===== src/sv/fir_filter_circular_top_macros.svh =====
// Assertion shorthands shared by the filter modules.
// Each macro samples on the rising edge of clk and is disabled while rst is high.
`ifndef FIR_FILTER_CIRCULAR_TOP_MACROS_SVH
`define FIR_FILTER_CIRCULAR_TOP_MACROS_SVH

// A condition that holds at every edge.
`define FFC_HOLDS(label, cond, msg) \
  label: assert property (@(posedge clk) disable iff (rst) (cond)) else $error(msg);

// A condition that implies another at the same edge.
`define FFC_IMPLIES(label, ante, cons, msg) \
  label: assert property (@(posedge clk) disable iff (rst) (ante) |-> (cons)) else $error(msg);

// A condition that implies another at the following edge.
`define FFC_LEADS_TO(label, ante, cons, msg) \
  label: assert property (@(posedge clk) disable iff (rst) (ante) |=> (cons)) else $error(msg);

`endif


===== src/sv/ffc_pkg.sv =====
`default_nettype none

package ffc_pkg;

  // Default sizes of the filter.
  localparam int MAX_TAPS_DEF    = 64;
  localparam int SAMPLE_BITS_DEF = 16;

  // Fixed formats of the coefficients and the configuration fields.
  localparam int COEF_BITS   = 16;
  localparam int COEF_FRAC   = 15;
  localparam int GAIN_W      = 11;
  localparam int TAP_REG_W   = 7;
  localparam int IDX_W       = 6;
  localparam int CFG_DATA_W  = 11;
  localparam int CFG_INDEX_W = 2;
  localparam int TAP_RESET   = 64;

  // Width of the integer part of the accumulated magnitude.
  localparam int DIV_W_DEF =
    SAMPLE_BITS_DEF + COEF_BITS + $clog2(MAX_TAPS_DEF) - COEF_FRAC;

  typedef logic [CFG_INDEX_W-1:0] cfg_index_t;

  localparam cfg_index_t REG_TAP_COUNT       = 2'd0;
  localparam cfg_index_t REG_GAIN_DIVISOR    = 2'd1;
  localparam cfg_index_t REG_OUTPUT_UNSIGNED = 2'd2;

endpackage

`default_nettype wire


===== src/sv/ffc_divider.sv =====
`default_nettype none

// Restoring divider, one quotient bit per cycle.
module ffc_divider #(
  parameter int DIVIDEND_W = ffc_pkg::DIV_W_DEF
) (
  input  logic                        clk,
  input  logic                        rst,
  input  logic                        start,
  input  logic [DIVIDEND_W-1:0]       dividend,
  input  logic [ffc_pkg::GAIN_W-1:0]  divisor,
  output logic                        done,
  output logic [DIVIDEND_W-1:0]       quotient,
  output logic [ffc_pkg::GAIN_W-1:0]  remainder
);

  `include "fir_filter_circular_top_macros.svh"

  localparam int CNT_W = $clog2(DIVIDEND_W + 1);

  logic                       busy;
  logic [CNT_W-1:0]           cnt;
  logic [DIVIDEND_W-1:0]      quo;
  logic [ffc_pkg::GAIN_W-1:0] rem;
  logic [ffc_pkg::GAIN_W-1:0] dvs;

  logic [ffc_pkg::GAIN_W:0]   rem_sh;
  logic [ffc_pkg::GAIN_W:0]   diff;
  logic                       take;
  logic [ffc_pkg::GAIN_W-1:0] rem_next;

  always_comb begin
    rem_sh   = {rem, quo[DIVIDEND_W-1]};
    diff     = rem_sh - {1'b0, dvs};
    take     = (rem_sh >= {1'b0, dvs});
    rem_next = take ? diff[ffc_pkg::GAIN_W-1:0] : rem_sh[ffc_pkg::GAIN_W-1:0];
  end

  always_ff @(posedge clk) begin
    if (rst) begin
      busy <= 1'b0;
      done <= 1'b0;
      cnt  <= '0;
    end else begin
      done <= 1'b0;
      if (start) begin
        busy <= 1'b1;
        cnt  <= CNT_W'(DIVIDEND_W);
      end else if (busy) begin
        cnt <= cnt - 1'b1;
        if (cnt == CNT_W'(1)) begin
          busy <= 1'b0;
          done <= 1'b1;
        end
      end
    end
  end

  always_ff @(posedge clk) begin
    if (start) begin
      quo <= dividend;
      rem <= '0;
      dvs <= divisor;
    end else if (busy) begin
      quo <= {quo[DIVIDEND_W-2:0], take};
      rem <= rem_next;
    end
  end

  assign quotient  = quo;
  assign remainder = rem;

  `FFC_LEADS_TO(a_start_busy, start, busy, "divider did not start")
  `FFC_IMPLIES(a_done_idle, done, !busy, "divider signals done while busy")
  `FFC_IMPLIES(a_busy_count, busy, cnt != '0, "divider busy with no bits left")

endmodule

`default_nettype wire


===== src/sv/fir_filter_circular_top.sv =====
// Channel   Signals                                            Direction
// --------  -------------------------------------------------  ---------
// input     in_valid in_ready mode sample coef_index coef_value  in
// output    out_valid out_ready filtered clipped               out
// config    cfg_valid cfg_ready cfg_index cfg_data             in
//
// A coefficient load is written as it is accepted. A sample takes one multiply-accumulate
// per tap in use on one shared multiplier, then the divider, which gives one quotient bit
// per cycle over the integer width of the accumulated magnitude.
// Reset leaves the delay line empty (reads as zero) and the pointer at the top tap.
// A finished result waits in the output register; a new sample may be taken meanwhile,
// and only the final write of its result stalls until the output register is free.
`default_nettype none

module fir_filter_circular_top #(
  parameter int MAX_TAPS    = ffc_pkg::MAX_TAPS_DEF,
  parameter int SAMPLE_BITS = ffc_pkg::SAMPLE_BITS_DEF
) (
  input  logic                                 clk,
  input  logic                                 rst,
  // Input channel.
  input  logic                                 in_valid,
  output logic                                 in_ready,
  input  logic                                 mode,
  input  logic signed [SAMPLE_BITS-1:0]        sample,
  input  logic [ffc_pkg::IDX_W-1:0]            coef_index,
  input  logic signed [ffc_pkg::COEF_BITS-1:0] coef_value,
  // Output channel.
  output logic                                 out_valid,
  input  logic                                 out_ready,
  output logic signed [SAMPLE_BITS:0]          filtered,
  output logic                                 clipped,
  // Configuration channel.
  input  logic                                 cfg_valid,
  output logic                                 cfg_ready,
  input  ffc_pkg::cfg_index_t                  cfg_index,
  input  logic [ffc_pkg::CFG_DATA_W-1:0]       cfg_data
);

  `include "fir_filter_circular_top_macros.svh"

  // Address width of the two stores and width of a tap count.
  localparam int AW     = $clog2(MAX_TAPS);
  localparam int TW     = $clog2(MAX_TAPS + 1);
  localparam int CB     = ffc_pkg::COEF_BITS;
  localparam int FRAC   = ffc_pkg::COEF_FRAC;
  localparam int GW     = ffc_pkg::GAIN_W;
  localparam int PROD_W = SAMPLE_BITS + CB;
  // The sum of MAX_TAPS products needs AW more bits than one product.
  localparam int ACC_W  = PROD_W + AW;
  // Integer part of the magnitude, which is what the divider sees.
  localparam int DW     = ACC_W - FRAC;
  // Quotient after rounding, one bit wider to hold the carry.
  localparam int QW     = DW + 1;
  localparam int TAP_RESET_N =
    (ffc_pkg::TAP_RESET > MAX_TAPS) ? MAX_TAPS : ffc_pkg::TAP_RESET;

  // Clamp bounds, as magnitudes in the quotient's width.
  localparam logic [QW-1:0] S_POS_MAX = QW'((64'd1 << (SAMPLE_BITS - 1)) - 64'd1);
  localparam logic [QW-1:0] S_NEG_MAX = QW'(64'd1 << (SAMPLE_BITS - 1));
  localparam logic [QW-1:0] U_MAX     = QW'((64'd1 << SAMPLE_BITS) - 64'd1);
  localparam logic [SAMPLE_BITS:0] OUT_S_MAX = (SAMPLE_BITS + 1)'(S_POS_MAX);
  localparam logic [SAMPLE_BITS:0] OUT_S_MIN = ~((SAMPLE_BITS + 1)'(S_POS_MAX));
  localparam logic [SAMPLE_BITS:0] OUT_U_MAX = (SAMPLE_BITS + 1)'(U_MAX);

  // Sequencer states.
  localparam logic [1:0] S_IDLE = 2'd0;
  localparam logic [1:0] S_MAC  = 2'd1;
  localparam logic [1:0] S_DIV  = 2'd2;
  localparam logic [1:0] S_OUT  = 2'd3;

  // Configuration. The tap count is kept already limited to 1..MAX_TAPS and the
  // divisor already forced to at least one, so the datapath never sees the raw values.
  logic [TW-1:0] n_taps;
  logic [GW-1:0] gain;
  logic          out_unsigned;
  logic [TW-1:0] n_taps_next;

  // Circular delay line bookkeeping. The line is never swept clear: fill counts the
  // samples written since the last restart (saturating at the tap count). Since the
  // pointer walks down from the top tap, the entries written so far are exactly those
  // whose address plus fill reaches the tap count; every other entry reads as zero.
  logic [AW-1:0] wp;
  logic [TW-1:0] fill;

  // Stores. The coefficient store has no reset; the filter reads the entry of every tap in use.
  logic signed [SAMPLE_BITS-1:0] dl_mem [MAX_TAPS];
  logic signed [CB-1:0]          coef_mem [MAX_TAPS];

  logic [1:0]    state;
  logic [TW-1:0] tap_i;
  logic [AW-1:0] rd_p;
  logic          issue;
  logic          live;

  // Read, multiply and accumulate stages.
  logic                          v1;
  logic                          live1;
  logic signed [SAMPLE_BITS-1:0] dl_q;
  logic signed [CB-1:0]          coef_q;
  logic                          v2;
  logic signed [PROD_W-1:0]      prod;
  logic signed [ACC_W-1:0]       acc;

  // Magnitude split for the divider, and the saved low fraction bits.
  logic              mac_done;
  logic              acc_neg;
  logic [ACC_W-1:0]  mag;
  logic              neg;
  logic [FRAC-1:0]   lo_frac;

  logic              div_start;
  logic              div_done;
  logic [DW-1:0]     div_q;
  logic [GW-1:0]     div_r;

  // Rounding and clamping.
  logic [GW+FRAC:0]  rem2;
  logic [GW+FRAC:0]  den;
  logic              round_up;
  logic [QW-1:0]     q_rnd;
  logic [SAMPLE_BITS:0] res;
  logic              clip;
  logic              out_load;

  logic in_xfer;
  logic cfg_xfer;

  // The user must send configuration writes only while idle; the block does not enforce it.
  assign cfg_ready = 1'b1;
  assign cfg_xfer  = cfg_valid && cfg_ready;
  assign in_ready  = (state == S_IDLE);
  assign in_xfer   = in_valid && in_ready;

  // Tap count as the filter uses it: zero means one tap, too many means all of them.
  always_comb begin
    if (cfg_data[ffc_pkg::TAP_REG_W-1:0] == '0) begin
      n_taps_next = TW'(1);
    end else if (32'(cfg_data[ffc_pkg::TAP_REG_W-1:0]) > MAX_TAPS) begin
      n_taps_next = TW'(MAX_TAPS);
    end else begin
      n_taps_next = TW'(cfg_data[ffc_pkg::TAP_REG_W-1:0]);
    end
  end

  always_ff @(posedge clk) begin
    if (rst) begin
      n_taps       <= TW'(TAP_RESET_N);
      gain         <= GW'(1);
      out_unsigned <= 1'b0;
    end else if (cfg_xfer) begin
      if (cfg_index == ffc_pkg::REG_TAP_COUNT) begin
        n_taps <= n_taps_next;
      end else if (cfg_index == ffc_pkg::REG_GAIN_DIVISOR) begin
        gain <= (cfg_data == '0) ? GW'(1) : cfg_data[GW-1:0];
      end else if (cfg_index == ffc_pkg::REG_OUTPUT_UNSIGNED) begin
        out_unsigned <= cfg_data[0];
      end
    end
  end

  // Pointer and fill count. A tap count write restarts the line at its new top tap.
  always_ff @(posedge clk) begin
    if (rst) begin
      wp   <= AW'(TAP_RESET_N - 1);
      fill <= '0;
    end else if (cfg_xfer && (cfg_index == ffc_pkg::REG_TAP_COUNT)) begin
      wp   <= AW'(n_taps_next - TW'(1));
      fill <= '0;
    end else if (in_xfer && !mode) begin
      wp <= (wp == '0) ? AW'(n_taps - TW'(1)) : wp - 1'b1;
      if (fill != n_taps) begin
        fill <= fill + 1'b1;
      end
    end
  end

  // Store writes happen only in the accept cycle, reads only during accumulation.
  always_ff @(posedge clk) begin
    if (in_xfer && !mode) begin
      dl_mem[wp] <= sample;
    end
    if (in_xfer && mode && (32'(coef_index) < MAX_TAPS)) begin
      coef_mem[AW'(coef_index)] <= coef_value;
    end
  end

  // One tap is read per cycle: coefficient i and the sample i places after the pointer.
  assign issue = (state == S_MAC) && (tap_i != n_taps);
  assign live  = ({1'b0, TW'(rd_p)} + {1'b0, fill}) >= {1'b0, n_taps};

  always_ff @(posedge clk) begin
    if (issue) begin
      dl_q   <= dl_mem[rd_p];
      coef_q <= coef_mem[tap_i[AW-1:0]];
    end
    prod <= live1 ? PROD_W'(dl_q * coef_q) : '0;
  end

  always_ff @(posedge clk) begin
    if (rst) begin
      v1    <= 1'b0;
      live1 <= 1'b0;
      v2    <= 1'b0;
    end else begin
      v1    <= issue;
      live1 <= issue && live;
      v2    <= v1;
    end
  end

  // The accumulation is finished once every tap was issued and the pipe has drained.
  assign mac_done  = (state == S_MAC) && (tap_i == n_taps) && !v1 && !v2;
  assign acc_neg   = acc[ACC_W-1];
  assign mag       = acc_neg ? (~acc + 1'b1) : acc;
  assign div_start = mac_done;

  always_ff @(posedge clk) begin
    if (in_xfer && !mode) begin
      acc   <= '0;
      tap_i <= '0;
      rd_p  <= wp;
    end else begin
      if (v2) begin
        acc <= acc + ACC_W'(prod);
      end
      if (issue) begin
        tap_i <= tap_i + 1'b1;
        rd_p  <= ((TW'(rd_p) + TW'(1)) == n_taps) ? '0 : rd_p + 1'b1;
      end
    end
    if (mac_done) begin
      neg     <= acc_neg;
      lo_frac <= mag[FRAC-1:0];
    end
  end

  // The divisor is gain times 2^15, so the fraction bits bypass the divider: it divides
  // the integer part by the gain, and the full remainder is its remainder joined with
  // the fraction bits.
  ffc_divider #(
    .DIVIDEND_W (DW)
  ) u_divider (
    .clk       (clk),
    .rst       (rst),
    .start     (div_start),
    .dividend  (mag[ACC_W-1:FRAC]),
    .divisor   (gain),
    .done      (div_done),
    .quotient  (div_q),
    .remainder (div_r)
  );

  // Round to nearest, ties to even: compare twice the remainder with the divisor.
  always_comb begin
    rem2     = {div_r, lo_frac, 1'b0};
    den      = {1'b0, gain, {FRAC{1'b0}}};
    round_up = (rem2 > den) || ((rem2 == den) && div_q[0]);
    q_rnd    = {1'b0, div_q} + QW'(round_up);
  end

  // Clamp the signed result to the chosen output range.
  always_comb begin
    clip = 1'b0;
    if (out_unsigned) begin
      if (neg) begin
        res  = '0;
        clip = (q_rnd != '0);
      end else if (q_rnd > U_MAX) begin
        res  = OUT_U_MAX;
        clip = 1'b1;
      end else begin
        res = q_rnd[SAMPLE_BITS:0];
      end
    end else begin
      if (neg) begin
        if (q_rnd > S_NEG_MAX) begin
          res  = OUT_S_MIN;
          clip = 1'b1;
        end else begin
          res = ~q_rnd[SAMPLE_BITS:0] + 1'b1;
        end
      end else if (q_rnd > S_POS_MAX) begin
        res  = OUT_S_MAX;
        clip = 1'b1;
      end else begin
        res = q_rnd[SAMPLE_BITS:0];
      end
    end
  end

  // The result is written only once the output register is empty or being emptied.
  assign out_load = (state == S_OUT) && (!out_valid || out_ready);

  always_ff @(posedge clk) begin
    if (rst) begin
      state <= S_IDLE;
    end else begin
      unique case (state)
        S_IDLE: begin
          if (in_xfer && !mode) begin
            state <= S_MAC;
          end
        end
        S_MAC: begin
          if (mac_done) begin
            state <= S_DIV;
          end
        end
        S_DIV: begin
          if (div_done) begin
            state <= S_OUT;
          end
        end
        S_OUT: begin
          if (out_load) begin
            state <= S_IDLE;
          end
        end
        default: begin
          state <= S_IDLE;
        end
      endcase
    end
  end

  always_ff @(posedge clk) begin
    if (rst) begin
      out_valid <= 1'b0;
    end else if (out_load) begin
      out_valid <= 1'b1;
    end else if (out_ready) begin
      out_valid <= 1'b0;
    end
  end

  always_ff @(posedge clk) begin
    if (out_load) begin
      filtered <= res;
      clipped  <= clip;
    end
  end

  `FFC_HOLDS(a_fill_bound, fill <= n_taps, "fill count above tap count")
  `FFC_HOLDS(a_ptr_bound, TW'(wp) < n_taps, "write pointer outside the taps in use")
  `FFC_LEADS_TO(a_sample_mac, in_xfer && !mode, state == S_MAC, "sample did not start")
  `FFC_LEADS_TO(a_div_out, (state == S_DIV) && div_done, state == S_OUT, "quotient lost")
  `FFC_IMPLIES(a_mac_only, v1 || v2, state == S_MAC, "tap pipe busy outside accumulation")

endmodule

`default_nettype wire

===== config.mk =====
export PLATFORM = sky130hd
export DESIGN_NAME = fir_filter_circular_top
export DESIGN_NICKNAME = d
export VERILOG_FILES = /design/src/sv/ffc_pkg.sv /design/src/sv/ffc_divider.sv /design/src/sv/fir_filter_circular_top.sv
export VERILOG_INCLUDE_DIRS = /design/src /design/src/sv
export SDC_FILE = /design/constraint.sdc
export NUM_CORES = 2
export LEC_CHECK = 0
export CORE_UTILIZATION = 60
export CTS_BUF_LIST = sky130_fd_sc_hd__clkbuf_8
export DETAILED_ROUTE_END_ITERATION = 10
export DONT_BUFFER_PORTS = 1
export PLACE_DENSITY = 0.76
export SYNTH_ARGS = -nofsm -noshare
export SYNTH_HDL_FRONTEND = slang
export SYNTH_HIERARCHICAL = 1
export SYNTH_SLANG_ARGS = --single-unit

===== constraint.sdc =====
create_clock -name clk -period 14.4 [get_ports clk]
set_clock_uncertainty 0.05 [all_clocks]
set_input_delay 2.88 -clock clk [delete_from_list [all_inputs] [get_ports clk]]
set_output_delay 2.88 -clock clk [all_outputs]
set_load 0.03 [all_outputs]

* Yosys cells after proc, flatten, opt, wreduce, memory -nomap -nowiden
Memories as Yosys holds them, arrays and structs flattened. A register that Yosys moved wholly into a read port is not among the register bits. Cells that the tools add are included.
Word-level totals: bits in registers 207, memory bits (writable) 2048, output and inout bits 21, logic and storage cells 146, memories 2
Cells by class: add/subtract/negate cells 14, multipliers 1, magnitude comparators 7, equality and inequality tests 15, muxes and demuxes 42, bitwise operators 5, reduce and logical (&&, ||, !) cells 35
Memory list:
- coef_mem | words 64, bits a word 16, read ports 1, clocked after Yosys merged registers in 1, write ports 1, line fir_filter_circular_top.sv:88 | logic signed [CB-1:0] coef_mem [MAX_TAPS];
- dl_mem | words 64, bits a word 16, read ports 1, clocked after Yosys merged registers in 1, write ports 1, line fir_filter_circular_top.sv:87 | logic signed [SAMPLE_BITS-1:0] dl_mem [MAX_TAPS];
Operators by type and width (count):
- $mux 17 | 6
- $gt 24x16->1 const B | 2
- $mux 23 | 2
- $add 38x1->38 const B | 1
- $add 38x32->38 | 1
- $mux 38 | 1
- $not 38->38 | 1
- $mux 6 | 6
- $mul 16x16->32 | 1
- $gt 27x26->1 | 1
- $eq 26x25->1 | 1
- $add 23x1->24 | 1
- $gt 24x15->1 const B | 1
- $reduce_bool 24->1 | 1
- $mux 11 | 2
- $sub 6x1->6 const B | 3
- $add 17x1->17 const B | 1
- $not 17->17 | 1
- $mux 1 | 16
- $add 7x1->7 const B | 2
- $eq 7x7->1 | 2
- $mux 7 | 2
- $ne 7x7->1 | 2
- $ge 12x11->1 | 1
- other kinds (29) | 61

* Logic depth before layout (Yosys ltp)
depth after elaboration 9, depth in mapped cells 24

* Cells and area by module
The synthesis kept the hierarchy.
Modules (own cells, without submodules):
- fir_filter_circular_top | times used 1, cells an instance 5317, area an instance 98635.8 um2, seq. area each 65963.3 um2
- ffc_divider | times used 1, cells an instance 218, area an instance 2583.7 um2, seq. area each 1381.3 um2

* Least setup slack after synthesis
Ideal clock, no wire load.
kind reg-to-reg, start point reg dl_q[15], read port of dl_mem, end point reg prod[31], library setup time 71 ps, arrival 6235 ps, required time 14279 ps, setup slack 8044 ps, cell stages (with the launch flop) 23, path through edfxtp_1 -> clkbuf_1 -> nand2_1 -> inv_1 -> fa_1 -> fa_1 -> fa_1 -> fa_1 -> fa_1 -> inv_1 -> fa_1 -> inv_1 -> ha_1 -> a21o_1 -> a21o_1 -> a21oi_1 -> o21ai_0 -> a221oi_1 -> o31ai_1 -> a211oi_1 -> a21oi_1 -> or3_1 -> a21oi_1
On the way: cells in the longest elaborated chain, start to end 1
Ends and longest elaborated chain:
- start: declaration | line fir_filter_circular_top.sv:99 | logic signed [SAMPLE_BITS-1:0] dl_q;
- $mul 16x16->32 | line fir_filter_circular_top.sv:197 | prod <= live1 ? PROD_W'(dl_q * coef_q) : '0;
- end signal: assignment | line fir_filter_circular_top.sv:197
- end: declaration | line fir_filter_circular_top.sv:102 | logic signed [PROD_W-1:0] prod;
No other way between the ends. A chain may end at the register's enable or synchronous reset.

* Final worst setup path
Ends and elaborated chain as after synthesis.

==> summary.md <==
| Metric | Value |
|---|---|
| Synthesized area per cell | `18.3 um^2` |
| Vias/cell | `6.24` |
| Final WL | `222 mm` |
| Die height | `413 um` |
| Nets | `6288` |
| Synth warn | `6` |
| DP HPWL | `136 mm` |
| Syn nets | `6026` |
| Die W | `413 um` |
| Synth cell count leaders | `edfxtp_1, mux4_2, inv_1, nor2_1, fa_1` |
| Max clock buf depth | `4` |
| Via count | `51600` |
| Router iterations before antenna repair | `6` |
| Initial antenna violation count | `12` |
| Total grt overflow | `0` |
| Status | `finished clean` |
| H-tree depth | `5` |
| Vias in the first global route | `52700` |
| Fin util | `66.2%` |
| Num Clock Sinks | `2287` |
| EDFF count, synth | `2154` |
| Post-route cell area | `0.111 mm^2` |
| Yosys top cell area share | `63.9%` |
| Worst Path Required | `15.30 ns` |
| Tcrit/Tclk final | `48.3%` |
| Port buffer count | `0` |
| Post-synth top flop | `edfxtp_1` |
| Slew Limit Fails | `0` |
| FP Rows | `150` |
| CORE AREA | `0.167 mm^2` |
| Cells after Synth | `5535` |
| Crit Path Category | `reg2reg` |
| RSZ-0062 raised after global routing | `no` |
| Period minus WS final | `6.95 ns` |
| Mapped Area | `0.101 mm^2` |
| Most frequent cell after synthesis | `edfxtp_1` |
| Placed inst area | `0.104 mm^2` |
| Fmax | `144 MHz` |
| Top Ports | `78` |
| Crit path capture type | `register` |
| Synth top area cells | `edfxtp_1, mux4_2, fa_1` |
| Worst r2r path cells | `19` |
| Setup Buffers After CTS | `0` |
| Largest net degree at the start of global routing | `132` |
| Root buf cell | `clkbuf_8` |
| Effective utilization at floorplan | `60.5%` |
| DRT iter0 DRCs | `5857` |
| Crit-path max FO | `16` |
| Share of cells above drive strength 1 | `22.5%` |
| Clock-pin slew on the worst setup and hold paths | `0.06 ns` |
| Post-synth ARST share | `0%` |
| Post-route ant nets | `0` |
| Register area share after synthesis | `66.5%` |
| Post-CTS sizing | `0` |
| Wire length per cell | `26.8 um` |
| CP arrival | `7.85 ns` |
| Die ar. | `0.170 mm^2` |
| Count of cell types in the netlist | `78` |
| CTS tree | `built` |
| Gr usage total | `26.6%` |
| First-pass GRT wire length | `332 mm` |
| Setup TNS | `0 ns` |
| WHS Path Cells | `0` |
| Largest area contributor in the netlist | `edfxtp_1` |
| Residual DRC | `0` |
| CTS Buf Count | `365` |
| Startpoint types | `register` |
| Hold Fails Final Rpt | `0` |
| Worst Tran Pin Value | `1.39 ns` |
| CTS Hold Bufs | `0` |
| Worst relative slew slack | `7.03%` |
| Worst-Skew Late Latency | `1.08 ns` |
| Yosys reg bits | `2287` |
| Area growth syn-to-layout | `9.42%` |
| Hold crit path type | `reg2reg` |
| Final setup viols | `0` |
| Max-cap violations | `0` |
| Routability cong. | `0.846` |
==> critical path, stage by stage (launching register included) <==
cell      delay, ns
edfxtp_1       0.62
nand2_1        0.20
inv_1          0.10
fa_1           0.65
fa_1           0.91
fa_1           0.53
fa_1           0.52
fa_1           0.50
inv_1          0.05
fa_1           0.47
inv_1          0.04
ha_1           0.31
a21oi_1        0.20
o21ai_0        0.13
a221oi_1       0.35
o31ai_1        0.21
a211oi_1       0.34
a21oi_1        0.13
or3_1          0.35
a21oi_1        0.15
==> final timing paths <==
kind / start / to / slack, ns
worst max register to register: dl_q[15] / prod[31] / 7.45
worst min register to register: gain[6] / u_divider/dvs[6] / 0.42
worst max-delay path: dl_q[15] / prod[31] / 7.45
worst min-delay path: gain[6] / u_divider/dvs[6] / 0.42
==> flip-flops by register name (all words and copies together) (netlist names), 16 cells and up <==
register            count
prod                   32
u_divider/quotient     23
coef_mem             1024
acc                    38
coef_q                 16
dl_q                   16
dl_mem               1024
filtered               17
==> layout make-up <==
| type | instances | area [um^2] |
|---|---|---|
| Sequential cell | 2287 | 67400 |
| Fill cell | 10800 | 56700 |
| Multi-Input combinational cell | 2639 | 31800 |
| Clock buffer | 373 | 5130 |
| Tap cell | 2204 | 2760 |
| Inverter | 356 | 1340 |
| Clock inverter | 253 | 1260 |
| Timing Repair Buffer | 148 | 1120 |
| Antenna cell | 11 | 27.5 |
==> cell families (layout without fill, tap and decap cells) <==
family / Yosys count / in the layout / share of synthesized area [%]
multiplexers: 726 / 726 / 15.5
AND/OR/NAND/NOR: 918 / 918 / 4.37
flip-flops: 2287 / 2287 / 66.5
adder cells (fa/ha/maj): 434 / 434 / 7.33
other: 1 / 12 / 0.00370
buffers and inverters: 609 / 1130 / 2.27
XOR/XNOR: 174 / 174 / 1.51
AO/OA/AOI/OAI: 386 / 386 / 2.47
==> placed cells by master (no fill, tap or decap), drive strengths merged, types with 31 or more instances in the layout <==
master	count
edfxtp	2154
mux4	672
inv	477
clkbuf	373
nor2	294
fa	265
nand2	237
ha	169
buf	148
dfxtp	133
and2	132
clkinv	116
xnor2	113
a21oi	106
o21ai	86
xor2	61
nor3	49
a21o	41
nand3	33
nand2b	32
mux2i	31
==> metrics by stage <==
stage                     setup WS (ns)  hold WS, ns  std cells
final                              7.45        0.421       8271
after CTS                          7.48        0.422       8260
after global routing               7.00        0.435       8264
after detailed placement           7.52        0.399       7634
after floorplan                    8.04        0.356       5535
after global placement             7.62        0.394       7634
==> metal layers <==
metal,part of all wire [%],track usage (%),up-vias
met5,0.022,0,-
met4,2.7,8.79,8
met3,9.0,5.13,365
met2,48,41.7,2412
met1,40,38.2,26700
li1,-,-,22100
Power is not shown: default switching activity piles up to over one toggle a cycle in this logic, so the estimate is an artifact.
